### config.mk
export PLATFORM = sky130hd
export DESIGN_NAME = blae_ctrl
export DESIGN_NICKNAME = d
export VERILOG_FILES = /design/src/rtl/blae_pkg.sv /design/src/rtl/blae_ctrl.sv
export SDC_FILE = /design/constraint.sdc
export NUM_CORES = 1
export LEC_CHECK = 0
export BUFFER_PORTS_ARGS = -buffer_cell sky130_fd_sc_hd__buf_2
export CAP_MARGIN = 20
export CORE_AREA = 2 2 39 41
export DETAILED_ROUTE_END_ITERATION = 12
export DIE_AREA = 0 0 41 43
export GPL_ROUTABILITY_DRIVEN = 1
export PLACE_DENSITY_LB_ADDON = 0.05
export SETUP_SLACK_MARGIN = 0.05
export SLEW_MARGIN = 20
export SYNTH_ARGS = -nofsm -noshare
export SYNTH_HDL_FRONTEND = slang
export SYNTH_SLANG_ARGS = --single-unit
### constraint.sdc
create_clock -name clk -period 2.7 [get_ports clk]
set_input_delay 0.135 -clock clk [delete_from_list [all_inputs] [get_ports clk]]
set_output_delay 0.135 -clock clk [all_outputs]
set_load 0.01 [all_outputs]
### src/rtl/blae_pkg.sv
// Shared types and constants of the bounded life engine.
// No dependencies; every other file but the assertion header takes names from here.
`timescale 1ns / 1ps

package blae_pkg;

  localparam int MaxRowsDef = 64;
  localparam int MaxColsDef = 64;
  localparam int CfgW       = 7;
  localparam int CfgIdxW    = 1;
  localparam int CmdW       = 2;
  localparam int CoordW     = 6;
  localparam int StatusW    = 2;
  localparam int RowsReset  = 64;
  localparam int ColsReset  = 64;
  localparam int LiveBirth  = 3;
  localparam int LiveKeep   = 2;

  typedef enum logic [CmdW-1:0] {
    CMD_CLEAR = 2'd0,
    CMD_SET   = 2'd1,
    CMD_STEP  = 2'd2,
    CMD_READ  = 2'd3
  } cmd_t;

  typedef enum logic [StatusW-1:0] {
    ST_OK       = 2'd0,
    ST_BOTH_OUT = 2'd1,
    ST_ROW_OUT  = 2'd2,
    ST_COL_OUT  = 2'd3
  } status_t;

  typedef enum logic [CfgIdxW-1:0] {
    CFG_ROWS = 1'd0,
    CFG_COLS = 1'd1
  } cfg_reg_t;

  typedef enum logic [1:0] {
    WR_NONE,
    WR_ZERO,
    WR_SET
  } wr_sel_t;

  typedef enum logic [3:0] {
    S_INIT,
    S_IDLE,
    S_CLEAR,
    S_SET_RD,
    S_SET_WR,
    S_READ_RD,
    S_READ_CAP,
    S_STEP,
    S_STEP_DRAIN,
    S_RESP
  } state_t;

  typedef struct packed {
    logic    item_load;
    logic    k_zero;
    logic    k_inc;
    logic    step_issue;
    wr_sel_t wr_sel;
    logic    alive_cap;
    logic    res_load;
  } ctl_cmd_t;

  typedef struct packed {
    logic clr_last;
    logic step_last;
  } ctl_stat_t;

endpackage

### src/rtl/blae_ctrl.sv
// Sequencer of the life engine: command decode, row sweeps, result handoff.
// Depends on blae_pkg; drives blae_datapath through ctl_cmd_t.
`timescale 1ns / 1ps

module blae_ctrl (
  input  logic                       clk,
  input  logic                       rst,
  input  logic                       item_valid,
  input  logic [blae_pkg::CmdW-1:0]  item_cmd,
  output logic                       item_ready,
  output logic                       result_valid,
  input  logic                       result_ready,
  input  blae_pkg::ctl_stat_t        stat,
  output blae_pkg::ctl_cmd_t         ctl
);

  blae_pkg::state_t state, state_next;
  logic             out_valid;

  always_ff @(posedge clk) begin
    if (rst) begin
      state <= blae_pkg::S_INIT;
    end else begin
      state <= state_next;
    end
  end

  always_ff @(posedge clk) begin
    if (rst) begin
      out_valid <= 1'b0;
    end else if (ctl.res_load) begin
      out_valid <= 1'b1;
    end else if (result_ready) begin
      out_valid <= 1'b0;
    end
  end

  always_comb begin
    state_next = state;
    ctl        = '0;
    ctl.wr_sel = blae_pkg::WR_NONE;
    item_ready = 1'b0;
    unique case (state)
      blae_pkg::S_INIT: begin
        ctl.wr_sel = blae_pkg::WR_ZERO;
        ctl.k_inc  = 1'b1;
        if (stat.clr_last) begin
          state_next = blae_pkg::S_IDLE;
        end
      end
      blae_pkg::S_IDLE: begin
        item_ready = 1'b1;
        if (item_valid) begin
          ctl.item_load = 1'b1;
          ctl.k_zero    = 1'b1;
          unique case (blae_pkg::cmd_t'(item_cmd))
            blae_pkg::CMD_CLEAR: state_next = blae_pkg::S_CLEAR;
            blae_pkg::CMD_SET:   state_next = blae_pkg::S_SET_RD;
            blae_pkg::CMD_STEP:  state_next = blae_pkg::S_STEP;
            blae_pkg::CMD_READ:  state_next = blae_pkg::S_READ_RD;
            default:             state_next = blae_pkg::S_IDLE;
          endcase
        end
      end
      blae_pkg::S_CLEAR: begin
        ctl.wr_sel = blae_pkg::WR_ZERO;
        ctl.k_inc  = 1'b1;
        if (stat.clr_last) begin
          state_next = blae_pkg::S_RESP;
        end
      end
      blae_pkg::S_SET_RD: begin
        state_next = blae_pkg::S_SET_WR;
      end
      blae_pkg::S_SET_WR: begin
        ctl.wr_sel = blae_pkg::WR_SET;
        state_next = blae_pkg::S_RESP;
      end
      blae_pkg::S_READ_RD: begin
        state_next = blae_pkg::S_READ_CAP;
      end
      blae_pkg::S_READ_CAP: begin
        ctl.alive_cap = 1'b1;
        state_next    = blae_pkg::S_RESP;
      end
      blae_pkg::S_STEP: begin
        ctl.step_issue = 1'b1;
        if (stat.step_last) begin
          state_next = blae_pkg::S_STEP_DRAIN;
        end
      end
      blae_pkg::S_STEP_DRAIN: begin
        state_next = blae_pkg::S_RESP;
      end
      blae_pkg::S_RESP: begin
        if (!out_valid || result_ready) begin
          ctl.res_load = 1'b1;
          state_next   = blae_pkg::S_IDLE;
        end
      end
      default: begin
        state_next = blae_pkg::S_IDLE;
      end
    endcase
  end

  assign result_valid = out_valid;

endmodule

; Word-level counts from Yosys, hierarchy flattened
; Index checks and enable logic that the tools add are counted.
; W data, S select, Z words.
[op_classes]
magnitude_cmp = 0
n_addsub = 0
n_reduce_logical = 8
n_mux = 18
n_mul = 0
bitwise_logic = 0
n_eq_ne = 17
div_mod_pow = 0
shifts = 0
[op_table]
columns = cell, n
row1 = $pmux W4 S8, 1
row2 = $mux W4, 5
row3 = $eq A4 B3 Y1 const B, 4
row4 = $pmux W4 S4, 1
row5 = $ne A2 B2 Y1 const B, 5
row6 = $eq A4 B2 Y1 const B, 2
row7 = $eq A4 B4 Y1 const B, 2
row8 = $mux W1, 8
row9 = $reduce_and A5 Y1, 1
row10 = $eq A2 B2 Y1 const B, 2
row11 = $eq A4 B1 Y1 const B, 1
row12 = $logic_not A4 Y1, 1
row13 = $mux W2, 2
row14 = $pmux W2 S2, 1
row15 = $reduce_or A3 Y1, 1
row16 = $eq A2 B1 Y1 const B, 1
row17 = $logic_not A2 Y1, 1
row18 = $reduce_bool A2 Y1, 1
row19 = $reduce_or A2 Y1, 1
row20 = $logic_not A1 Y1, 1
row21 = $logic_or A1 B1 Y1, 1
[totals]
ram_bits = 0
reg_bits = 5
latch_bits = 0
inputBits = 8
output_inout_bits = 10
word_cells = 45
n_memories = 0
romBits = 0

; Depth between registers and ports, before layout
; Gate-level depths: netlist (run 1).
[depth]
ltp_word = 5
depth_mapped = 5

; Worst setup path before layout (run 1)
; OpenSTA, ideal clock, no wires.
[synth_timing]
path_kind = reg-to-reg
startpoint = register state[0]
endpoint = register state[2]
n_path_buf = 1
setup_time_ns = 0.121
stages_incl_launch_ff = 6
period_less_slack_ns = 1.340
path_slack_ns = 1.360
t_required_ns = 2.579
arrival_ns = 1.219
cell_sequence = dfxtp_1 -> buf_2 -> nor4_2 -> inv_1 -> o211ai_2 -> mux2_4
[synth_via]
elab_chain_len = 3
[synth_rtl]
columns = item, line
row1 = from (decl), blae_ctrl.sv:17  ; blae_pkg::state_t state, state_next;
row2 = from (signal assigned), blae_ctrl.sv:22  ; state <= blae_pkg::S_INIT;
row3 = from (signal assigned), blae_ctrl.sv:24  ; state <= state_next;
row4 = "$eq A4 B3 Y1, or another cell as far along", blae_ctrl.sv:43  ; unique case (state)
row5 = $reduce_or A3 Y1 (no source line) or $ne A2 B2 Y1 (tied branches), --
row6 = $pmux W4 S8 or $reduce_and A5 Y1 (tied branches), --
; Several ways; a longest one is shown, not always the timed one.
; A chain may end at the register's enable or synchronous reset.

; Worst setup path in the final report (run 1)
[layout_timing]
startpoint = register state[2]
endpoint = register state[2]
; The elaborated chain is that of the path after synthesis.

==> flow_summary.json, run 1 <==
{
  "grt_max_degree": 14,
  "grt_pass1_vias": 371,
  "gp_congestion": 0.764,
  "synth_cell_type_count": 27,
  "tritoncts": "built",
  "synth_area_leader_cell": "dfxtp_1",
  "post-cts-setup-buffer-count": 0,
  "dr.pass1.iters": 4,
  "p_leak_nw": 0.231,
  "drc": 0,
  "yosysTopAreaCellShare": 0.241,
  "fin_setup_tns_ns": 0,
  "critical_path.cell_chain": "nor3_1 -> o21ai_4 -> o211ai_2 -> mux2_4",
  "drt-wirelength-per-cell_um": 10.7,
  "tightest_slew_ns": 0.486,
  "skew_ns": 0.00236,
  "grt_usage": 0.118,
  "initial_core_util": 0.300,
  "synth_nets": 59,
  "n_fill_cell": 150,
  "ant_nets": 0,
  "rsz0062_at_grt": "no",
  "yosysMostFrequentCell": "nor3_1",
  "final_nets": 76,
  "numClockSinks": 5,
  "cp-end-kind": "flop",
  "setup_viol_count_final": 0,
  "rows": 14,
  "synth_area_um2": 415,
  "total_power_uw": 267,
  "seqCellArea_um2": 100,
  "cts-resized-gates": 0,
  "yosysSeqAreaShare": 0.241,
  "yosys-top-cells-area": "dfxtp_1 24%, nor3_1 9.6%, buf_6 5.4%, nand2_1 5.4%, o21ai_4 3.9%",
  "cts_buffer_depth": 2,
  "grt_pass1_wl_um": 1410,
  "crit_path_start_kind": "flop",
  "peakVddDrop_uv": 113,
  "clk_pin_slew_worst_paths_ns": 0.04,
  "clk_latency_ns": 0.24,
  "cp.required_ns": 2.83,
  "cp_max_fo": 13,
  "drt_iter0_drc": 8,
  "synth_edf_count": 0,
  "drt-total-wl_um": 891,
  "multi_input_area_um2": 265,
  "syn2layout_area_growth_pct": 21.4,
  "ys_ff_latch": 5,
  "crit_type": "reg2reg",
  "cts_max_level": 1,
  "synthCells": 51,
  "crit_path_top_delay_cell": "dfxtp_1",
  "cts_buffers": 3,
  "grt-ovfl-total": 0,
  "final.min_clock_period_ns": 1.51,
  "hpwlAfterDp_um": 693,
  "fmax_mhz": 661,
  "viasPerCell": 4.71,
  "synthTopCellsByCount": "8 x nor3_1, 6 x nand2_1, 5 x dfxtp_1",
  "cts_root_buf": "clkbuf_4",
  "antenna_found_initial": 0,
  "p_per_area_nw_per_um2": 530,
  "syn_area_per_cell_um2": 8.15,
  "finalInstanceArea_um2": 504,
  "ys.warnings.count": 0,
  "slew_headroom": 0.675,
  "drv_slew": 0,
  "io_buffers": 17,
  "worst_slack_ns": 1.19,
  "post-route-period-util": 0.560,
  "crit_family": "flip-flops",
  "dp_slack_ns": 1.19,
  "post_dp_cell_area_um2": 478,
  "cpPeakStageDelay_ns": 0.62,
  "hp-class": "in2reg",
  "ioPinCount": 18,
  "drive_above_1_share": 0.388,
  "async_reset_ff_frac": 0,
  "die_y_um": 43,
  "hold_viol": 0,
  "die_w_um": 41,
  "placed_cells": 79,
  "maxCapViolCount": 0,
  "n_antenna_cell": 0,
  "core_um2": 1380,
  "cp_data_arrival_time_ns": 1.64,
  "fin_cells": 83,
  "status": "finished, final reports clean",
  "critical_path_buf_inv_count": 0,
  "vias": 391,
  "ctsHoldBuffers": 0,
  "ys.flop_type": "dfxtp_1",
  "dieArea_um2": 1760
}
==> placed cells by master (no fill, tap or decap), types with 2 or more instances in the layout <==
cell type and instances:
nor2_1 3, nand2_1 6, clkbuf_4 3, nor2b_1 2
dfxtp_1 5, buf_2 17, nand2b_1 2, o21ai_0 2
inv_1 2, nor3_1 8
==> flip-flops by register name (all words and copies together) (netlist names) <==
register and flops:
state 4, result_valid 1
==> final timing paths <==
| kind | startpoint | end | cells past startpoint | slack, ns |
|---|---|---|---|---|
| max | state[2]$_SDFFE_PP0P_ | state[2]$_SDFFE_PP0P_ | 4 | 1.19 |
| min | rst | result_valid$_SDFFE_PP0P_ | 2 | 0.15 |
| max reg2reg | state[2]$_SDFFE_PP0P_ | state[2]$_SDFFE_PP0P_ | 4 | 1.19 |
| min reg2reg | result_valid$_SDFFE_PP0P_ | result_valid$_SDFFE_PP0P_ | 2 | 0.57 |
==> cell families (layout without fill, tap and decap cells) <==
logic type / count (synthesis) / after routing / share of synthesized area
AO/OA/AOI/OAI: 7 / 7 / 0.145
adder cells (fa/ha/maj): 1 / 1 / 0.0241
buffers and inverters: 7 / 23 / 0.120
flip-flops: 5 / 5 / 0.241
multiplexers: 2 / 2 / 0.0602
AND/OR/NAND/NOR: 29 / 29 / 0.410
==> metrics by stage <==
stage                     hold WS (ns)   util
after global placement           0.400  0.345
after detailed placement         0.398  0.345
after global routing             0.151  0.364
after CTS                        0.143  0.364
after floorplan                  0.204      -
final                            0.147  0.364
==> cell type report <==
cell class                 count  area share
clock buffer                   4      0.0521
inverter                       2      0.0149
multi-input combinational     39       0.526
sequential                     5       0.199
tap                           16      0.0397
timing repair buffer          17       0.169
==> power by group <==
group	leakage, nW	total (mW)	internal (mW)	switching [mW]
Sequential	0.0408	0.0989	0.0805	0.0183
Combinational	0.175	0.0840	0.0410	0.0430
Clock	0.0150	0.0845	0.0558	0.0287
==> routing by layer <==
| metal | track usage | vias up | share of wire |
|---|---|---|---|
| li1 | - | 213 | - |
| met1 | 0.163 | 156 | 0.52 |
| met2 | 0.153 | 20 | 0.39 |
| met3 | 0.0157 | 2 | 0.068 |
| met4 | 0.100 | 0 | 0.011 |
| met5 | 0 | - | 0 |
No activity file was read; power rests on OpenSTA's default activity.
==> run 2: changes to the inputs <==
==> constraint.sdc (replaced) <==
create_clock -name clk -period 1.28 [get_ports clk]
set_input_delay 0.064 -clock clk [delete_from_list [all_inputs] [get_ports clk]]
set_output_delay 0.064 -clock clk [all_outputs]
set_load 0.01 [all_outputs]
==> run 2 against run 1 <==
Sequential share of layout area down 4.2 points. Via count up 18%. Clock power up 120%. Critical path depth up 1. Power rose to 2.6 times the previous value. Design area up 39%. Sequential power up 98%. Global-route usage up 3.2 points. Worst hold slack worse by 0.066 ns. Fmax up 18%. Core utilization up 14 points. Largest power group is now combinational cells. Highest routed layer is now met3.
==> flow_summary.json, run 2 (synthesis results as in run 1) <==
{
  "ioPinCount": 18,
  "cts_buffer_depth": 2,
  "peakVddDrop_uv": 440,
  "crit_path_start_kind": "flop",
  "post-route-period-util": 1.00,
  "ant_nets": 0,
  "final.min_clock_period_ns": 1.28,
  "gp_congestion": 0.778,
  "numClockSinks": 5,
  "cp.required_ns": 1.41,
  "placed_cells": 90,
  "cp_max_fo": 4,
  "viasPerCell": 4.67,
  "dp_slack_ns": -0.0595,
  "fmax_mhz": 781,
  "drive_above_1_share": 0.663,
  "registers.top_by_ff_count": "state",
  "crit_path_top_delay_cell": "dfxtp_2",
  "fin_util": 0.508,
  "rsz0062_at_grt": "yes",
  "cts_root_buf": "clkbuf_4",
  "drc": 0,
  "ctsHoldBuffers": 0,
  "drv_slew": 0,
  "hp-class": "in2reg",
  "final_cell_mix": "17 x buf_2, 12 x buf_4, 6 x nand2_1",
  "vias": 462,
  "die_w_um": 41,
  "worst_slack_ns": 0.000317,
  "hold_viol": 0,
  "maxCapViolCount": 0,
  "grt_pass1_vias": 443,
  "p_leak_nw": 0.331,
  "skew_ns": 0.00241,
  "grt_max_degree": 8,
  "drt-total-wl_um": 1160,
  "initial_core_util": 0.300,
  "crit_type": "reg2reg",
  "largest_register_ffs": 4,
  "setup_viol_count_final": 0,
  "mostFrequentLayoutCell": "buf_2",
  "n_antenna_cell": 0,
  "grt-ovfl-total": 0,
  "rows": 14,
  "fin_cells": 99,
  "die_y_um": 43,
  "critical_path.cell_chain": "buf_6 -> nor4_4 -> inv_1 -> o211ai_2 -> mux2_4",
  "cp-end-kind": "flop",
  "tightest_slew_ns": 0.238,
  "hpwlAfterDp_um": 820,
  "drt_iter0_drc": 4,
  "p_per_area_nw_per_um2": 995,
  "timing.hold.ws_ns": 0.0808,
  "tritoncts": "built",
  "post_dp_cell_area_um2": 581,
  "clk_latency_ns": 0.24,
  "cts_buffers": 3,
  "cpPeakStageDelay_ns": 0.33,
  "slew_headroom": 0.840,
  "status": "finished, final reports clean",
  "cts_max_level": 1,
  "grt_usage": 0.151,
  "finalInstanceArea_um2": 703,
  "dieArea_um2": 1760,
  "final_nets": 92,
  "clk_pin_slew_worst_paths_ns": 0.04,
  "antenna_found_initial": 0,
  "io_buffers": 17,
  "fin_setup_tns_ns": 0,
  "grt_pass1_wl_um": 1800,
  "cp_data_arrival_time_ns": 1.41,
  "n_fill_cell": 151,
  "syn2layout_area_growth_pct": 69.3,
  "total_power_uw": 699,
  "drt-wirelength-per-cell_um": 11.7,
  "dr.pass1.iters": 4,
  "core_um2": 1380
}
## run 2: timing repair
item | in CTS | in global routing
endpoints found under the hold margin | 0 | 0
endpoints found under the setup margin | 10 | 12
pin swaps | 3 | 5
buffers inserted | 5 | 0
resized for setup | 10 | 6
## run 2: area by class of cell
class,count,area (um^2),area share
Tap cell,16,20.0,0.0285
Sequential cell,5,110,0.157
Clock buffer,4,26.3,0.0374
Timing Repair Buffer,33,220,0.313
Multi-Input combinational cell,39,319,0.454
Inverter,2,7.51,0.0107
## run 2: path summary, 6_finish.rpt
path | startpoint | endpoint | slack (ns) | cells after the start
setup / recovery | state[3]$_SDFFE_PP0P_ | state[2]$_SDFFE_PP0P_ | 0.0003 | 5
hold / removal | rst | result_valid$_SDFFE_PP0P_ | 0.08 | 2
setup reg to reg | state[3]$_SDFFE_PP0P_ | state[2]$_SDFFE_PP0P_ | 0.0003 | 5
hold reg to reg | result_valid$_SDFFE_PP0P_ | result_valid$_SDFFE_PP0P_ | 0.57 | 2
## run 2: worst max-delay path: cells and delay by family (launching register included)
family,cells,cell delay [ns]
AOI/OAI and AO/OA,1,0.09
buffers and inverters,2,0.20
DFF,1,0.33
muxes,1,0.32
and+or+nand+nor,1,0.22
## run 2: per-layer routing
metal  part of all wire  vias to the layer above  GRT usage  routed length [um]
met3              0.033                        0     0.0628                  38
met5                  0                        -          0                   0
met2               0.52                        8      0.247                 602
met1               0.45                      213      0.170                 516
met4                  0                        0     0.0400                   0
li1                   -                      241          -                   -
## run 2: where the power goes
| part | leakage, nW | internal [mW] | total (mW) | switching (mW) |
|---|---|---|---|---|
| Combinational | 0.273 | 0.176 | 0.319 | 0.143 |
| Clock | 0.0150 | 0.118 | 0.184 | 0.0661 |
| Sequential | 0.0430 | 0.172 | 0.196 | 0.0244 |
==> run 3: changes to the inputs <==
--- a/config.mk
+++ b/config.mk
@@ -11,7 +11,6 @@
 export DETAILED_ROUTE_END_ITERATION = 12
 export DIE_AREA = 0 0 41 43
 export GPL_ROUTABILITY_DRIVEN = 1
-export PLACE_DENSITY_LB_ADDON = 0.05
 export SETUP_SLACK_MARGIN = 0.05
 export SLEW_MARGIN = 20
 export SYNTH_ARGS = -nofsm -noshare
==> run 3 against run 2 <==
Sequential share of layout area about the same. Core utilization rose by 1.3 points. Worst hold slack hardly changed. Sequential power about the same.
==> flow_summary.json, run 3 (synthesis results as in run 1) <==
{
  "whs_path_depth": 2,
  "drt-wirelength-per-cell_um": 10.7,
  "rows": 14,
  "grt_pass1_vias": 404,
  "cp.required_ns": 1.40,
  "cpPeakStageDelay_ns": 0.33,
  "crit_path_start_kind": "flop",
  "hold_path_end": "result_valid$_SDFFE_PP0P_",
  "cp_max_fo": 3,
  "fmax_mhz": 795,
  "ioPinCount": 18,
  "rsz0062_at_grt": "yes",
  "crit_path_top_delay_cell": "dfxtp_2",
  "status": "finished, final reports clean",
  "ff2ff_setup_slack_ns": 0.02,
  "cp_data_arrival_time_ns": 1.38,
  "antenna_found_initial": 0,
  "final_cell_mix": "15 x buf_2, 6 x buf_6, 6 x buf_4",
  "crit_type": "reg2reg",
  "final.min_clock_period_ns": 1.26,
  "cts_max_level": 1,
  "numClockSinks": 5,
  "tightest_slew_ns": 0.239,
  "drt_iter0_drc": 7,
  "viasPerCell": 4.82,
  "drive_above_1_share": 0.658,
  "regToRegEndpoint": "state[2]$_SDFFE_PP0P_",
  "dieArea_um2": 1760,
  "n_fill_cell": 145,
  "switchingPower_uw": 234,
  "vias": 458,
  "grt-ovfl-total": 0,
  "p_per_area_nw_per_um2": 985,
  "cts_buffers": 3,
  "drv_slew": 0,
  "p_clk_frac": 0.257,
  "ant_nets": 0,
  "drt-total-wl_um": 1020,
  "skew_ns": 0.00259,
  "cts_buffer_depth": 2,
  "setup_viol_count_final": 0,
  "combPwrFrac": 0.471,
  "hp-class": "in2reg",
  "multi_input_area_um2": 327,
  "dr.pass1.iters": 4,
  "peakVddDrop_uv": 422,
  "fin_setup_tns_ns": 0,
  "clk_latency_ns": 0.24,
  "p_seq_frac": 0.272,
  "core_um2": 1380,
  "cts_root_buf": "clkbuf_4",
  "clk_pin_slew_worst_paths_ns": 0.04,
  "tritoncts": "built",
  "post-route-period-util": 0.983,
  "r2r_cells": 5,
  "timing.hold.ws_ns": 0.0804,
  "p_sw_frac": 0.329,
  "worst_slack_ns": 0.0214,
  "grt_usage": 0.129,
  "io_buffers": 17,
  "registers.top_by_ff_count": "state",
  "hp-start": "rst",
  "p_leak_nw": 0.332,
  "grt_pass1_wl_um": 1560,
  "hpwlAfterDp_um": 808,
  "seqCellArea_um2": 113,
  "startpoint": "state[0]$_SDFFE_PP0P_",
  "slew_headroom": 0.840,
  "gp_congestion": 0.710,
  "mostFrequentLayoutCell": "buf_2",
  "placed_cells": 90,
  "cp-end-kind": "flop",
  "critical_path.cell_chain": "buf_12 -> nor4_4 -> inv_1 -> o211ai_2 -> mux2_4",
  "maxCapViolCount": 0,
  "r2r_start": "state[0]$_SDFFE_PP0P_",
  "p_int_uw": 476,
  "drc": 0,
  "final_nets": 88,
  "initial_core_util": 0.300,
  "die_w_um": 41,
  "grt_max_degree": 10,
  "die_y_um": 43,
  "fin_cells": 95,
  "largest_register_ffs": 4,
  "dp_slack_ns": -0.00841,
  "n_antenna_cell": 0,
  "syn2layout_area_growth_pct": 73.5,
  "hold_viol": 0
}
==> run 3: worst max-delay path, delay by kind of cell (launching register included) <==
kind	cells	cell delay, ns
flops	1	0.33
mux	1	0.31
simple gates	1	0.21
buf+inv	2	0.20
compound gates	1	0.09
==> run 3: layout make-up <==
class                      count  area share
multi-input combinational     39       0.453
tap                           16      0.0278
sequential                     5       0.156
timing repair buffer          29       0.316
clock buffer                   4      0.0365
inverter                       2      0.0104
==> run 3: how the worst max path moves through the flow <==
stage / to / slack, ns / cells past startpoint
finish: state[2]$_SDFFE_PP0P_ / 0.02 / 5
CTS: state[2]$_SDFFE_PP0P_ / 0.006 / 5
global placement: state[2]$_SDFFE_PP0P_ / 0.02 / 4
global route: ctl[0] / -0.03 / 5
floorplan: state[2]$_SDFFE_PP0P_ / -0.03 / 5
detailed placement: state[2]$_SDFFE_PP0P_ / -0.008 / 4
==> run 3: power groups by stage <==
stage | sequential, mW | combinational (mW) | clock, mW
after floorplan | 0.180 | 0.180 | 0
after global placement | 0.193 | 0.283 | 0
after detailed placement | 0.194 | 0.283 | 0
after CTS | 0.193 | 0.305 | 0.192
after global routing | 0.194 | 0.368 | 0.202
final | 0.193 | 0.334 | 0.182
==> run 3: per-layer routing <==
metal | GRT usage | up-vias | part of all wire | wire length (um)
met1 | 0.160 | 208 | 0.41 | 419
li1 | - | 236 | - | -
met4 | 0.0600 | 0 | 0.0079 | 8
met5 | 0 | - | 0 | 0
met3 | 0.0314 | 2 | 0.040 | 41
met2 | 0.200 | 12 | 0.54 | 546
==> run 3: timing repair <==
item	in CTS	in global routing
hold buffers	0	0
pin swaps	6	3
setup buffers	0	1
gates resized for setup	11	10
setup endpoints to repair	9	12
==> run 3: through the flow <==
step	utilization	instance area, um^2	total power, mW
5_1_grt	0.521	721	0.764
3_5_place_dp	0.438	606	0.477
2_1_floorplan	-	435	0.360
4_1_cts	0.485	671	0.689
6_report	0.521	721	0.710
3_3_place_gp	0.438	606	0.477
